## config.mk

```make
export PLATFORM = sky130hd
export DESIGN_NAME = pls_palette
export DESIGN_NICKNAME = d
export VERILOG_FILES = /design/src/rtl/pls_pkg.sv /design/src/rtl/pls_palette.sv
export SDC_FILE = /design/constraint.sdc
export NUM_CORES = 2
export LEC_CHECK = 0
export BUFFER_PORTS_ARGS = -buffer_cell sky130_fd_sc_hd__buf_4
export CAP_MARGIN = 30
export CORE_UTILIZATION = 42
export CTS_BUF_LIST = sky130_fd_sc_hd__clkbuf_4 sky130_fd_sc_hd__clkbuf_8
export DETAILED_ROUTE_END_ITERATION = 16
export PLACE_DENSITY = 0.65
export SETUP_SLACK_MARGIN = 0.02
export SLEW_MARGIN = 40
export SYNTH_ARGS = -nofsm -noshare
export SYNTH_HDL_FRONTEND = slang
export SYNTH_SLANG_ARGS = --single-unit
```

## constraint.sdc

```tcl
create_clock -name clk -period 2.7 [get_ports clk]
set_input_delay 0.135 -clock clk [delete_from_list [all_inputs] [get_ports clk]]
set_output_delay 0.135 -clock clk [all_outputs]
set_load 0.02 [all_outputs]
```

## src/rtl/pls_pkg.sv

```systemverilog
`timescale 1ns / 1ps
`default_nettype none

package pls_pkg;

  // Source and display geometry
  localparam int SRC_W       = 512;
  localparam int SRC_H       = 192;
  localparam int DISP_W      = 640;
  localparam int DISP_H      = 480;
  localparam int PAL_ENTRIES = 128;

  // Centering offsets of a normal (line doubled) frame
  localparam int OFS_X = (DISP_W > SRC_W) ? (DISP_W - SRC_W) / 2 : 0;
  localparam int OFS_Y = (DISP_H > 2 * SRC_H) ? (DISP_H - 2 * SRC_H) / 2 : 0;

  // Field widths
  localparam int PAL_IDX_W  = 7;   // low bits of the pixel index used for lookup
  localparam int COL_W      = 10;
  localparam int ROW_W      = 9;
  localparam int LINE_W     = 8;   // dirty line numbers
  localparam int RGB_W      = 24;
  localparam int PX_W       = 8;
  localparam int POS_W      = 12;  // position math before truncation to the fields
  localparam int CFG_IDX_W  = 1;
  localparam int CFG_DATA_W = 10;

  localparam logic [COL_W-1:0] COL_MAX = '1;
  localparam logic [ROW_W-1:0] ROW_MAX = '1;

  // Palette: only indexes below 2**PAL_IDX_W can ever be looked up
  localparam int PAL_DEPTH = (PAL_ENTRIES < (1 << PAL_IDX_W)) ? PAL_ENTRIES
                                                              : (1 << PAL_IDX_W);
  localparam int PAL_AW    = $clog2(PAL_DEPTH);

  // Previous-frame store
  localparam int ST_DEPTH = SRC_W * SRC_H;
  localparam int ST_AW    = $clog2(ST_DEPTH);
  localparam int EPOCH_W  = 8;
  localparam logic [EPOCH_W-1:0] EPOCH_MAX = '1;
  localparam logic [PX_W-1:0]    PX_BLANK  = 8'hFF;

  // Input item codes
  localparam logic [1:0] MODE_PIXEL  = 2'd0;
  localparam logic [1:0] MODE_PAL_WR = 2'd1;
  localparam logic [1:0] MODE_INVAL  = 2'd2;

  // Register indexes and reset values
  localparam logic [CFG_IDX_W-1:0] CFG_GUI_WIDTH  = 1'b0;
  localparam logic [CFG_IDX_W-1:0] CFG_GUI_HEIGHT = 1'b1;
  localparam logic [COL_W-1:0]     GUI_W_RST      = 10'd512;
  localparam logic [ROW_W-1:0]     GUI_H_RST      = 9'd384;

  typedef enum logic {
    ST_IDLE,
    ST_SWEEP
  } st_state_t;

  // Store access issued with an accepted beat
  typedef struct packed {
    logic             rd;
    logic             wr;
    logic             clear;
    logic [ST_AW-1:0] addr;
    logic [PX_W-1:0]  px;
  } st_req_t;

  typedef struct packed {
    logic              we;
    logic [PAL_AW-1:0] addr;
    logic [RGB_W-1:0]  rgb;
  } pal_wr_t;

  // Pixel held in the input register
  typedef struct packed {
    logic [PX_W-1:0]  px;
    logic [COL_W-1:0] col;
    logic [ROW_W-1:0] row;
    logic             gui;
    logic             in_src;
    logic             lend;
    logic             fend;
  } pix_t;

  typedef struct packed {
    logic             pixel_valid;
    logic [RGB_W-1:0] rgb;
    logic [COL_W-1:0] dst_col;
    logic [ROW_W-1:0] dst_row;
    logic             row_repeat;
    logic             pixel_changed;
    logic             line_dirty;
    logic             frame_done;
    logic [ROW_W-1:0] flush_first_row;
    logic [ROW_W-1:0] flush_row_count;
  } res_t;

endpackage

`default_nettype wire

```

## src/rtl/pls_palette.sv

```systemverilog
`timescale 1ns / 1ps
`default_nettype none

module pls_palette (
  input  logic                           clk,
  input  logic                           rst_n,
  input  pls_pkg::pal_wr_t               wr,
  input  logic                           rd_en,
  input  logic [pls_pkg::PAL_IDX_W-1:0]  rd_idx,
  output logic [pls_pkg::RGB_W-1:0]      rgb
);
  import pls_pkg::*;

  logic [RGB_W-1:0]     pal_mem [PAL_DEPTH];
  logic [PAL_DEPTH-1:0] valid_r;
  logic [RGB_W-1:0]     rd_data_r;
  logic                 rd_hit_r;
  logic [PAL_AW-1:0]    rd_addr;
  logic                 idx_ok;

  assign rd_addr = rd_idx[PAL_AW-1:0];
  assign idx_ok  = int'(rd_idx) < PAL_DEPTH;

  // Entries never written read as black
  always_ff @(posedge clk) begin
    if (!rst_n) begin
      valid_r <= '0;
    end else if (wr.we) begin
      valid_r[wr.addr] <= 1'b1;
    end
  end

  always_ff @(posedge clk) begin
    if (wr.we) begin
      pal_mem[wr.addr] <= wr.rgb;
    end
    if (rd_en) begin
      rd_data_r <= pal_mem[rd_addr];
      rd_hit_r  <= idx_ok && valid_r[rd_addr];
    end
  end

  assign rgb = rd_hit_r ? rd_data_r : '0;

endmodule

`default_nettype wire

```

== After elaboration in Yosys (flattened, before gate mapping) ==
Memories as Yosys holds them, arrays and structs flattened. A register that Yosys moved wholly into a read port is not among the register bits.
Index checks and enable logic that the tools add are counted.

* Register bits: 129
* Word-level logic and storage cells: 15
* Bits in writable memories: 3072
* Memories: 1
* Input bits: 42
* Output and inout port bits: 24

{| class="wikitable"
|+ Memory list
! name !! words !! width !! rd ports !! clocked after Yosys merged registers in !! write ports !! line !! source
|-
| pal_mem || 128 || 24 || 1 || 1 || 1 || pls_palette.sv:14 || <nowiki>logic [RGB_W-1:0] pal_mem [PAL_DEPTH];</nowiki>
|}

* Bitwise operators: 1
* Reduce and logical (&&, ||, !) cells: 1
* Magnitude comparators: 3
* Muxes and demuxes: 7

{| class="wikitable"
|+ Operator list
! kind !! count
|-
| 128-bit OR || 1
|-
| 24-bit 2-to-1 mux || 1
|-
| 7-bit by 8-bit < comparator with 1-bit output (second input constant) || 2
|-
| 1-bit binary-select mux with 7-bit select || 1
|-
| 1-bit demux with 7-bit select || 1
|-
| 7-bit by 1-bit greater-or-equal comparator with 1-bit output (second input constant) || 1
|-
| 1-bit 2-to-1 mux || 4
|-
| 1-bit logical AND || 1
|}

== Logic depth before layout (Yosys ltp) ==
* Depth after elaboration: 5
* Gate-level depth with buffers: 7
* Gate-level depth less buffers: 4

== Worst setup path before layout ==
No wires, ideal clock.

* Kind: input-to-reg
* From: input port wr[25] in the netlist's numbering
* To: memory pal_mem[26][0], enable pin
* Cell stages on the path: 5
* Required time: 2.294 ns
* Buffers on the path: 2
* Data arrival time: 2.440 ns
* Path slack: -0.147 ns
* Cells stage by stage: clkbuf_1 -> or3b_2 -> or2_2 -> clkbuf_1 -> nor2_1

{| class="wikitable"
|+ RTL lines
! what !! line !! source
|-
| from (decl) || pls_palette.sv:7 || <nowiki>input pls_pkg::pal_wr_t wr,</nowiki>
|-
| to (decl) || pls_palette.sv:14 ||
|}

Straight into the memory's write port.

==> results by group <==
Floorplanning
  – Standard-cell rows: approximately 200
  – I/O pins: 66
  – Die area: just under 0.3 mm^2
  – Die Y: about 540 um
  – Chip width: 541.9 um
  – Initial Util: 42.38%
  – Core Area: between 0.2 and 0.3 mm^2

Drt
  – Via count: between 50000 and 60000
  – DRT Wirelength: roughly 320000 um
  – Drt pass-1 iters: 5
  – DR iter-0 viols: about 7600
  – DRC: 0
  – Post-route ant nets: 0
  – Post-DR wirelength/cell: 32.20 um
  – Vias per cell: 5.813

STA
  – Final hold vios: 0
  – Slew headroom: 42.83%
  – RSZ-0062 raised after global routing: yes
  – Fin. max-slew vios: 0
  – Worst-Margin Slew: roughly 860 ps
  – Final Cycle Share: 102.1%
  – Final setup fails: 7
  – Peak Freq: between 300 and 400 MHz
  – Setup Skew: 64.52 ps
  – PnR worst setup slack: -57.59 ps
  – Fin crit period: between 2000 and 3000 ps

Place
  – PortBufs: between 60 and 70
  – Post-DP HPWL: roughly 190000 um
  – Pre-CTS WS: -712.5 ps
  – Routability cong.: between 0.8 and 0.9

Worst setup path
  – Worst path slowest cell: mux4_2
  – CP arrival: approximately 3500 ps
  – R2r setup slk: -60 ps
  – Largest stage delay on the critical path: 690 ps
  – CP endpoint kind: register
  – Crit path kind: register to register
  – Setup crit start kind: register
  – CP most frequent cell: mux4_2
  – Crit path cell chain: mux4_2 > mux4_2 > mux4_2 > mux2_2
  – CP required: approximately 3500 ps
  – Worst-path maximum fanout: 2

CTS
  – CTS buffer count: ~480
  – Clock Latency Late Sink: ~1100 ps
  – CTS H-tree depth: 5
  – Clock net sink count: approximately 3200
  – Max Buffers Root-to-Sink: 4
  – Setup Fix Bufs, Post-CTS: 0
  – Clock root cell: clkbuf_8
  – CTS tree: yes
  – CTS clk-pin slew, worst paths: roughly 70 ps

Synthesis
  – #FFs+latches synth: 3225
  – Synth area leaders: edfxtp_1 76%, mux4_2 19%, dfxtp_1 2.1%
  – Synthesized net count: slightly below 5000
  – Synth top cells by count: 3097 x edfxtp_1, 1050 x mux4_2, 150 x clkbuf_1, 131 x nor2_1
  – Number of synthesized flops with an enable pin: around 3100
  – Gate Count Post-Synth: around 4900
  – Share of the synthesized area in the top cell type: around three quarters
  – Post-synth ARST share: 0%
  – Post-Syn Area: approximately 0.12 mm^2
  – Sequential area share after synthesis: between 70 and 80%
  – Syn Area/Cell: 25.04 um^2
  – Biggest area consumer among synthesized cells: edfxtp_1
  – Syn. warnings: 0
  – Ys flop type: edfxtp_1
  – Cell variety after synth: 21
  – Count leader, synth: edfxtp_1

Power and ir drop
  – Worst VDD drop: between 0.0003 and 0.0004 V
  – Sw frac: a little over a fifth
  – Clock power frac: between 30% and 40%
  – Power Density: between 600 and 700 mW/mm^2
  – Static Leak: ~45 nW
  – Sequential share of power: 55.4%
  – Switching power: around 0.022 W
  – Power share of the combinational group: between 5 and 6%
  – Int Pwr: about 0.078 W

Layout
  – Share of cells above drive strength 1: 41.21%
  – Layout Utilization: roughly half
  – Nets@finish: around 5700
  – Area growth syn-to-layout: 17.43%

Status
  – Failing checks: negative setup slack
  – Status: finished, violations left

Worst hold path
  – Hold crit path type: input pin to register

Global route
  – GRT overflow: 0
  – First-pass GRT wire length: 447600 um
  – Pin count of the biggest net entering global routing: 129
  – Initial antenna violation count: 53
  – Vias in the first global route: 59690
  – GRT Util Overall: 21.76%

Job
  – MaxCap Viol Count: 0
## what timing repair did
| item | CTS | global route |
|---|---|---|
| endpoints found under the setup margin | 10 | 12 |
| hold buffers | 43 | 0 |
| gates resized for setup | 2 | 1 |
| hold endpoints to repair | 4208 | 0 |
| pin swaps | 0 | 0 |
## worst max-delay path: cells and delay by family (launching register included)
| kind | cells | cell delay [ps] |
|---|---|---|
| flops | 1 | 370 |
| mux | 4 | 2120 |
## layout make-up
cell class	instances	area (um^2)
diodes	20	50.05
clock buffers	689	8382
clock inverters	169	955.9
fillers	22630	145100
inverters	1	3.754
multi-input cells	1395	26730
flip-flops and latches	3225	95560
well taps	3880	4855
repair buffers	558	7218
## registers in the layout, indices dropped and copies added (netlist names)
name / cells
valid_r: 128
rd_data_r: 24
rd_hit_r: 1
pal_mem: 3072
## cell families (layout without fill, tap and decap cells)
kind of cell | after synthesis | in the layout | synth area share [%]
AOI/OAI and AO/OA | 128 | 128 | 0.7849
buffers and inverters | 268 | 1417 | 0.9096
DFF | 3225 | 3225 | 78.06
muxes | 1075 | 1075 | 19.55
other | 0 | 20 | 0
and+or+nand+nor | 192 | 192 | 0.6971
## worst paths after layout
kind,from,endpoint,cells past startpoint
worst max-delay path,pal_mem[116][22]$_DFFE_PP_,rd_data_r[22]$_DFFE_PP_,4
worst min-delay path,wr[19],pal_mem[82][19]$_DFFE_PP_,2
worst max register to register,pal_mem[116][22]$_DFFE_PP_,rd_data_r[22]$_DFFE_PP_,4
worst min register to register,valid_r[46]$_SDFFE_PN0P_,valid_r[46]$_SDFFE_PN0P_,1
## routing by layer
layer,global-route usage [%],vias up,routed length [um]
met3,4.111,464,26260
met5,0,-,63
li1,-,22910,-
met1,28.93,31670,123800
met4,6.571,10,8884
met2,36.46,2704,161000
## cell usage in the layout (no fill, tap or decap), drive strengths merged
| cell type | n |
|---|---|
| mux2 | 25 |
| nor2 | 131 |
| diode | 20 |
| inv | 9 |
| buf | 517 |
| clkbuf | 689 |
| clkinvlp | 6 |
| nand3 | 8 |
| edfxtp | 3097 |
| dfxtp | 128 |
| or3 | 1 |
| mux4 | 1050 |
| clkinv | 149 |
| or2 | 6 |
| and2 | 24 |
| o21a | 128 |
| nand3b | 3 |
| nand2 | 9 |
| dlygate4sd3 | 41 |
| or4 | 1 |
| nand4b | 1 |
| nand4 | 2 |
| nor2b | 4 |
| bufinv | 6 |
| or3b | 2 |
## power groups by stage
stage          clock network, W  logic (W)  registers [W]
5_1_grt                  0.0414    0.00593         0.0552
2_1_floorplan                 0    0.00274         0.0561
3_3_place_gp                  0    0.00556         0.0562
6_report                 0.0387    0.00571         0.0552
4_1_cts                  0.0393    0.00573         0.0552
3_5_place_dp                  0    0.00566         0.0563
## through the flow
stage	hold slack, ps	power [W]	cells	TNS (ps)	area [um^2]
2_1_floorplan	233.9	0.05888	4888	-76710	122600
3_3_place_gp	440.7	0.06181	9014	-14470	133900
3_5_place_dp	447.6	0.06191	9015	-14640	133900
4_1_cts	119.9	0.1003	9916	-188.7	143700
5_1_grt	123.0	0.1025	9928	-272.7	143700
6_report	159.8	0.09961	9937	-122.7	143800
Power figures use the tool's default switching activity.
