## src/rtl/pls_pkg.sv

```systemverilog
`timescale 1ns / 1ps
`default_nettype none

package pls_pkg;

  // Source and display geometry
  localparam int SRC_W       = 512;
  localparam int SRC_H       = 192;
  localparam int DISP_W      = 640;
  localparam int DISP_H      = 480;
  localparam int PAL_ENTRIES = 128;

  // Centering offsets of a normal (line doubled) frame
  localparam int OFS_X = (DISP_W > SRC_W) ? (DISP_W - SRC_W) / 2 : 0;
  localparam int OFS_Y = (DISP_H > 2 * SRC_H) ? (DISP_H - 2 * SRC_H) / 2 : 0;

  // Field widths
  localparam int PAL_IDX_W  = 7;   // low bits of the pixel index used for lookup
  localparam int COL_W      = 10;
  localparam int ROW_W      = 9;
  localparam int LINE_W     = 8;   // dirty line numbers
  localparam int RGB_W      = 24;
  localparam int PX_W       = 8;
  localparam int POS_W      = 12;  // position math before truncation to the fields
  localparam int CFG_IDX_W  = 1;
  localparam int CFG_DATA_W = 10;

  localparam logic [COL_W-1:0] COL_MAX = '1;
  localparam logic [ROW_W-1:0] ROW_MAX = '1;

  // Palette: only indexes below 2**PAL_IDX_W can ever be looked up
  localparam int PAL_DEPTH = (PAL_ENTRIES < (1 << PAL_IDX_W)) ? PAL_ENTRIES
                                                              : (1 << PAL_IDX_W);
  localparam int PAL_AW    = $clog2(PAL_DEPTH);

  // Previous-frame store
  localparam int ST_DEPTH = SRC_W * SRC_H;
  localparam int ST_AW    = $clog2(ST_DEPTH);
  localparam int EPOCH_W  = 8;
  localparam logic [EPOCH_W-1:0] EPOCH_MAX = '1;
  localparam logic [PX_W-1:0]    PX_BLANK  = 8'hFF;

  // Input item codes
  localparam logic [1:0] MODE_PIXEL  = 2'd0;
  localparam logic [1:0] MODE_PAL_WR = 2'd1;
  localparam logic [1:0] MODE_INVAL  = 2'd2;

  // Register indexes and reset values
  localparam logic [CFG_IDX_W-1:0] CFG_GUI_WIDTH  = 1'b0;
  localparam logic [CFG_IDX_W-1:0] CFG_GUI_HEIGHT = 1'b1;
  localparam logic [COL_W-1:0]     GUI_W_RST      = 10'd512;
  localparam logic [ROW_W-1:0]     GUI_H_RST      = 9'd384;

  typedef enum logic {
    ST_IDLE,
    ST_SWEEP
  } st_state_t;

  // Store access issued with an accepted beat
  typedef struct packed {
    logic             rd;
    logic             wr;
    logic             clear;
    logic [ST_AW-1:0] addr;
    logic [PX_W-1:0]  px;
  } st_req_t;

  typedef struct packed {
    logic              we;
    logic [PAL_AW-1:0] addr;
    logic [RGB_W-1:0]  rgb;
  } pal_wr_t;

  // Pixel held in the input register
  typedef struct packed {
    logic [PX_W-1:0]  px;
    logic [COL_W-1:0] col;
    logic [ROW_W-1:0] row;
    logic             gui;
    logic             in_src;
    logic             lend;
    logic             fend;
  } pix_t;

  typedef struct packed {
    logic             pixel_valid;
    logic [RGB_W-1:0] rgb;
    logic [COL_W-1:0] dst_col;
    logic [ROW_W-1:0] dst_row;
    logic             row_repeat;
    logic             pixel_changed;
    logic             line_dirty;
    logic             frame_done;
    logic [ROW_W-1:0] flush_first_row;
    logic [ROW_W-1:0] flush_row_count;
  } res_t;

endpackage

`default_nettype wire

```

## src/rtl/pls_pixel.sv

```systemverilog
`timescale 1ns / 1ps
`default_nettype none

module pls_pixel (
  input  logic                       clk,
  input  logic                       rst_n,
  input  logic                       s1_valid,
  input  pls_pkg::pix_t              s1,
  input  logic [pls_pkg::PX_W-1:0]   prev_px,
  input  logic [pls_pkg::RGB_W-1:0]  pal_rgb,
  input  logic [pls_pkg::COL_W-1:0]  gui_width,
  input  logic [pls_pkg::ROW_W-1:0]  gui_height,
  input  logic                       out_ready,
  output logic                       s1_adv,
  output logic                       out_valid,
  output pls_pkg::res_t              out_res
);
  import pls_pkg::*;

  localparam logic [POS_W-1:0] Dw = POS_W'(DISP_W);
  localparam logic [POS_W-1:0] Dh = POS_W'(DISP_H);
  localparam logic [POS_W-1:0] Ox = POS_W'(OFS_X);
  localparam logic [POS_W-1:0] Oy = POS_W'(OFS_Y);

  logic [POS_W-1:0]  gw_x, gh_x, gw, gh, gox, goy, gdc, gdr;
  logic [POS_W-1:0]  col_x, row_x, ndc, ndr, ndr1;
  logic [POS_W-1:0]  fl_f, fl_c;
  logic [LINE_W-1:0] row8;
  logic              lend_any, chg, lc;

  logic              line_changed_r, line_changed_nxt;
  logic              any_dirty_r, any_dirty_nxt, any_eff;
  logic [LINE_W-1:0] dirty_lo_r, dirty_lo_nxt, first_eff;
  logic [LINE_W-1:0] dirty_hi_r, dirty_hi_nxt, last_eff;

  logic              out_valid_r;
  res_t              out_res_r, res;

  assign gw_x  = POS_W'(gui_width);
  assign gh_x  = POS_W'(gui_height);
  assign gw    = (gw_x < Dw) ? gw_x : Dw;
  assign gh    = (gh_x < Dh) ? gh_x : Dh;
  assign gox   = (gw_x < Dw) ? ((Dw - gw_x) >> 1) : '0;
  assign goy   = (gh_x < Dh) ? ((Dh - gh_x) >> 1) : '0;
  assign col_x = POS_W'(s1.col);
  assign row_x = POS_W'(s1.row);
  assign gdc   = gox + col_x;
  assign gdr   = goy + row_x;
  assign ndc   = Ox + col_x;
  assign ndr   = Oy + (row_x << 1);
  assign ndr1  = ndr + POS_W'(1);
  assign row8  = s1.row[LINE_W-1:0];

  assign lend_any = s1.lend || s1.fend;
  assign chg      = !s1.gui && s1.in_src && (prev_px != s1.px);
  assign lc       = line_changed_r || chg;

  always_comb begin
    res             = '0;
    any_eff         = any_dirty_r;
    first_eff       = dirty_lo_r;
    last_eff        = dirty_hi_r;
    any_dirty_nxt   = any_dirty_r;
    dirty_lo_nxt    = dirty_lo_r;
    dirty_hi_nxt    = dirty_hi_r;
    fl_f            = '0;
    fl_c            = '0;
    if (s1.gui) begin
      if (col_x < gw && row_x < gh) begin
        res.pixel_valid = 1'b1;
        res.rgb         = pal_rgb;
        res.dst_col     = gdc[COL_W-1:0];
        res.dst_row     = gdr[ROW_W-1:0];
      end
      if (s1.fend) begin
        res.frame_done      = 1'b1;
        res.flush_first_row = goy[ROW_W-1:0];
        res.flush_row_count = gh[ROW_W-1:0];
      end
    end else begin
      res.pixel_changed = chg;
      if (s1.in_src && ndc < Dw && ndr < Dh) begin
        res.pixel_valid = 1'b1;
        res.rgb         = pal_rgb;
        res.dst_col     = ndc[COL_W-1:0];
        res.dst_row     = ndr[ROW_W-1:0];
        res.row_repeat  = ndr1 < Dh;
      end
      if (lend_any && lc) begin
        res.line_dirty = 1'b1;
        if (!any_dirty_r) begin
          first_eff = row8;
        end
        last_eff = row8;
        any_eff  = 1'b1;
      end
      any_dirty_nxt = any_eff;
      dirty_lo_nxt  = first_eff;
      dirty_hi_nxt  = last_eff;
      if (s1.fend) begin
        res.frame_done = 1'b1;
        if (any_eff) begin
          // each source line covers two display rows
          fl_f = Oy + POS_W'({first_eff, 1'b0});
          fl_c = POS_W'({last_eff - first_eff, 1'b0}) + POS_W'(2);
          if (fl_f >= Dh) begin
            fl_f = '0;
            fl_c = '0;
          end else if (fl_c > Dh - fl_f) begin
            fl_c = Dh - fl_f;
          end
        end
        res.flush_first_row = fl_f[ROW_W-1:0];
        res.flush_row_count = fl_c[ROW_W-1:0];
        any_dirty_nxt = 1'b0;
        dirty_lo_nxt  = '0;
        dirty_hi_nxt  = '0;
      end
    end
    line_changed_nxt = lend_any ? 1'b0 : lc;
  end

  assign s1_adv = s1_valid && (!out_valid_r || out_ready);

  always_ff @(posedge clk) begin
    if (!rst_n) begin
      line_changed_r <= 1'b0;
      any_dirty_r    <= 1'b0;
      dirty_lo_r     <= '0;
      dirty_hi_r     <= '0;
      out_valid_r    <= 1'b0;
    end else begin
      if (s1_adv) begin
        line_changed_r <= line_changed_nxt;
        any_dirty_r    <= any_dirty_nxt;
        dirty_lo_r     <= dirty_lo_nxt;
        dirty_hi_r     <= dirty_hi_nxt;
        out_valid_r    <= 1'b1;
      end else if (out_ready) begin
        out_valid_r <= 1'b0;
      end
    end
  end

  always_ff @(posedge clk) begin
    if (s1_adv) begin
      out_res_r <= res;
    end
  end

  assign out_valid = out_valid_r;
  assign out_res   = out_res_r;

`ifndef SYNTH
  a_frame_clears_dirty: assert property (@(posedge clk) disable iff (!rst_n)
    (s1_adv && s1.fend && !s1.gui) |=> (!any_dirty_r && dirty_lo_r == '0))
    else $error("dirty range survived frame end");

  a_change_marks_line: assert property (@(posedge clk) disable iff (!rst_n)
    (s1_adv && chg && !lend_any) |=> line_changed_r)
    else $error("changed pixel not recorded for its line");
`endif

endmodule

`default_nettype wire

```

## config.mk

```make
export PLATFORM = sky130hd
export DESIGN_NAME = pls_pixel
export DESIGN_NICKNAME = d
export VERILOG_FILES = /design/src/rtl/pls_pkg.sv /design/src/rtl/pls_pixel.sv
export SDC_FILE = /design/constraint.sdc
export NUM_CORES = 1
export LEC_CHECK = 0
export ABC_AREA = 1
export ABC_CLOCK_PERIOD_IN_PS = 8800
export BUFFER_PORTS_ARGS = -buffer_cell sky130_fd_sc_hd__clkbuf_2
export CAP_MARGIN = 30
export CORE_UTILIZATION = 55
export CTS_CLUSTER_DIAMETER = 100
export CTS_CLUSTER_SIZE = 16
export DETAILED_ROUTE_END_ITERATION = 8
export GPL_TIMING_DRIVEN = 0
export PLACE_DENSITY_LB_ADDON = 0.12
export SLEW_MARGIN = 20
export SYNTH_ARGS = -nofsm -noshare
export SYNTH_HDL_FRONTEND = slang
export SYNTH_SLANG_ARGS = --single-unit
```

## constraint.sdc

```tcl
create_clock -name clk -period 8.8 [get_ports clk]
set_input_delay 0.44 -clock clk [delete_from_list [all_inputs] [get_ports clk]]
set_output_delay 0.44 -clock clk [all_outputs]
set_load 0.02 [all_outputs]
```

# After elaboration in Yosys (flattened, before gate mapping)
# Cells that the tools add are included.
# totals
register_bits,85
input_bits,86
out_inout_bits,68
# op_classes
addsub,11
order_cmp,9
eq_ne,1
mux,29
bitwise_logic,2
reduce_logical,15
# op_table
operator,count
44-bit two-way mux,2
9-bit two-way mux,7
19-bit two-way mux,3
8-bit two-way mux,7
45-bit two-way mux,1
10-bit two-way mux,2
11-bit by 1-bit adder with 12-bit output (second input constant),1
10-bit by 12-bit greater-than comparator with 1-bit output,1
12-bit by 9-bit less-than comparator with 1-bit output (second input constant),1
6-bit by 10-bit adder with 11-bit output (first input constant),1
7-bit by 10-bit adder with 11-bit output (first input constant),1
11-bit by 10-bit less-than comparator with 1-bit output (second input constant),1
11-bit by 9-bit less-than comparator with 1-bit output (second input constant),1
10-bit by 10-bit subtractor with 11-bit output (first input constant),1
9-bit by 10-bit subtractor with 11-bit output (first input constant),1
10-bit adder,1
6-bit by 9-bit adder with 10-bit output (first input constant),1
9-bit by 2-bit adder with 10-bit output (second input constant),1
10-bit by 9-bit >= comparator with 1-bit output (second input constant),1
10-bit less-than comparator,1
10-bit less-than comparator (second input constant),1
9-bit by 9-bit subtractor with 10-bit output (first input constant),1
9-bit adder,1
9-bit less-than comparator,1
other kinds (11),27

# Longest topological paths before layout
# logic_depth
depth_word,15
mapped_depth,37
mapped_depth_nobuf,36

# Least setup slack after synthesis
# No wires, ideal clock.
# synth_timing
path_type,input port to flip-flop
from,input port s1[26] (netlist name)
to,register out_res_r (netlist bit out_res[8]) (data pin)
setup_time_ns,0.253
arrival_time_ns,4.295
required_ns,8.547
path_slack_ns,4.252
stages,31
path_buffers,2
cell_sequence,xnor2_1 > nand2_1 > nor2_1 > nand2_1 > nand2_2 > nand2_4 > nand2_4 > buf_4 > clkbuf_1 > nand2_1 > o21ai_0 > inv_1 > fa_1 > xnor2_1 > nand2_1 > nor4_1 > nand2_1 > nor2_1 > nand3_1 > nand2_1 > inv_1 > ha_1 > nand2_1 > nor2_1 > nand2_1 > o21ai_0 > clkinv_1 > nand2_4 > nand2_1 > nand3_1 > nand2_1
# synth_lines
element,line_no,rtl
start: declaration,pls_pixel.sv:8,"input pls_pkg::pix_t s1,"
end signal: assignment,pls_pixel.sv:147,out_res_r <= res;
end: declaration,pls_pixel.sv:37,"res_t out_res_r, res;"

==> impl_results.md <==
* Sw frac at 0.3543
* DP Area at 7508 um2
* Vias per cell at 5.165
* Layout cells sized above 1 at 0.2332
* Slew HR at 0.5430
* Skew-Pair Late Insertion Delay at 350 ps
* Area leader, netlist: edfxtp_1
* Clock root buffer: clkbuf_16
* Vias at 5898
* Top cell type's share of synthesized area at 0.3033
* Lkg Pwr at 3.911 nW
* Routed WL per cell at 13.57 um
* Final hold violations at 0
* Gate power share at 0.340
* Unrepaired setup endpoints after global routing: no
* FILL cells at 1034
* Status: complete, but fails checks
* Synthesized area per cell at 7.882 um2
* Gr ovfl total at 0
* Seq cells post-synth at 85
* Die Area at 12320 um2
* Vias in the first global route at 5308
* Worst-path clk slew at 60 ps
* VDD IR max at 80.68 uV
* Post-synth EDFFs at 66
* TNS Setup at 0 ps
* Total CTS buffers at 9
* Pin count of the biggest net entering global routing at 59
* Core Region at 11520 um2
* Pint at 0.0008117 W
* Worst path bufs/invs at 7
* Final instance area at 7781 um2
* Most frequent cells in the layout: 203 x nand2_1, 153 x clkbuf_2, 128 x inv_1, 66 x edfxtp_1, 56 x ha_1
* Critical path required time at 8900 ps
* CP max stage delay at 540 ps
* Min cycle time layout at 5322 ps
* Clk sinks at 85
* CP max FO at 10
* Gr usage total at 0.2563
* Endpoints failing setup at 0
* Hold-fix buffer count after cts at 0
* Startpoint Class: input pin
* Seq pwr share at 0.376
* Util after Layout at 0.6757
* Yosys warnings at 0
* Mapped Cells at 829
* Synth Flop Type: edfxtp_1
* Post-CTS setup buffers at 0
* I/O pin total at 154
* Input/output buffers at 153
* Period utilization at 0.6048
* Setup Slack @ Placement at 3230 ps
* DR pass1 iterations at 9
* Initial antenna violation count at 0
* Die Y at 111.0 um
* Worst setup EP type: flop
* Row cnt at 39
* Hold WC Path Type: input pin to flop
* P per Cell Area at 161.6 nW/um2
* Slew @ Worst Pin at 678.3 ps
* CTS max path bufs at 2
* Global-route wire length before repair at 25070 um
* CP most frequent cell: nand2_1
* Reg area at 2362 um2
* Clock share of power at 0.284
* Detailed placer's ending HPWL at 12100 um
* Depth of the CTS H-tree at 3
* Worst path slowest cell: nor4_1
* Crit Path Class: input pin to flop
* FMAX at 187.9 MHz
* Family with the most delay on the worst path: simple AND/OR/NAND/NOR gates
* Max-cap violations at 0
* Initial DRC count at 396
* Starting Density at 0.5674
* CTS tree: done
* Drt total wl at 15500 um
* Final Max Tran Viols at 0
* Worst setup margin at 3478 ps
* Multi-input gate area at 3550 um2
* Synth async-reset ratio at 0
* Clock skew at 4.572 ps
* Syn nets at 974
* Most common cell after layout, fill and taps aside: nand2_1
* Antenna-violating nets left at 0
* Post-cts resize count at 0
* Psw at 0.0004454 W
* N_diodes at 0
* Failing checks: DRC
* DRC errors left at 20
* Layout area overhead at 19.09%
* Synthesized cell area at 6534 um2
* Synth unique cells at 49
* Crit path DAT at 5420 ps
* Seq/Total Area, Yosys at 0.3615
* Worst hold slack at 338.2 ps
* Nets at 1139
* R2R setup slack at 3690 ps
* Die Wd at 111.0 um
* Top cells by area, synth: edfxtp_1 30%, nand2_1 12%, ha_1 11%, inv_1 7.4%, dfxtp_1 5.8%
* Gpl congestion at 0.9052
path summary, 6_finish.rpt:
kind                      start       endpoint  cells after the start
setup / recovery     prev_px[5]     out_res[8]                     34
hold / removal            s1[0]    out_res[18]                      1
setup reg to reg    any_dirty_r     out_res[8]                     24
hold reg to reg   dirty_lo_r[7]  dirty_lo_r[7]                      2
power by group through the flow:
stage	clock network, W	logic [W]	registers [W]
detailed placement	0	0.000421	0.000481
global route	0.000377	0.000477	0.000475
floorplan	0	0.000273	0.000514
CTS	0.000359	0.000424	0.000473
global placement	0	0.000413	0.000482
finish	0.000358	0.000427	0.000472
cells in the mapped netlist, types with 4 or more instances:
library cell / instances
dfxtp_1: 19
xnor2_1: 14
o22ai_1: 16
nand4_1: 5
a21oi_1: 50
inv_1: 129
nor2_2: 9
nand2_4: 6
or2_2: 5
edfxtp_1: 66
nand3_1: 52
nor2_1: 53
xor2_1: 25
inv_2: 5
nand2_1: 203
clkbuf_1: 8
nor3_1: 8
o21bai_1: 4
nand2_2: 6
clkinv_1: 5
ha_1: 56
o21ai_0: 29
nor2_4: 16
area by class of cell:
class,count,area share
clock buffer,9,0.02894
sequential,85,0.3036
tap,143,0.02299
multi-input combinational,590,0.4562
clock inverter,7,0.006110
timing repair buffer,154,0.1019
inverter,140,0.06818
buffer,14,0.01206
logic make-up after synthesis:
kind of cell,after synthesis,share of synthesized area
DFF,85,0.3615
buffers and inverters,154,0.09517
adders and majority gates,59,0.1164
AOI/OAI and AO/OA,119,0.1057
muxes,3,0.005170
xor gates and xnor gates,39,0.05228
and+or+nand+nor,370,0.2637
metal layers:
layer / wire length (um) / vias to the layer above / track usage / share of wire
met2: 7111 / 202 / 0.4214 / 0.46
met5: 0 / - / 0 / 0
met1: 7118 / 2618 / 0.3456 / 0.46
met4: 350 / 0 / 0.08493 / 0.023
li1: - / 3051 / - / -
met3: 917 / 27 / 0.03882 / 0.059
stage by stage:
stage	cells	total power [W]
4_1_cts	1142	0.001256
3_5_place_dp	1126	0.0009019
6_report	1142	0.001257
2_1_floorplan	829	0.0007870
3_3_place_gp	1125	0.0008957
5_1_grt	1142	0.001328
sequential cells by signal, summed over array words and instances, names as in the netlist:
register / count
out_valid: 1
out_res: 66
dirty_lo_r: 8
dirty_hi_r: 8
line_changed_r: 1
any_dirty_r: 1
(Power assumes the default switching activity.)
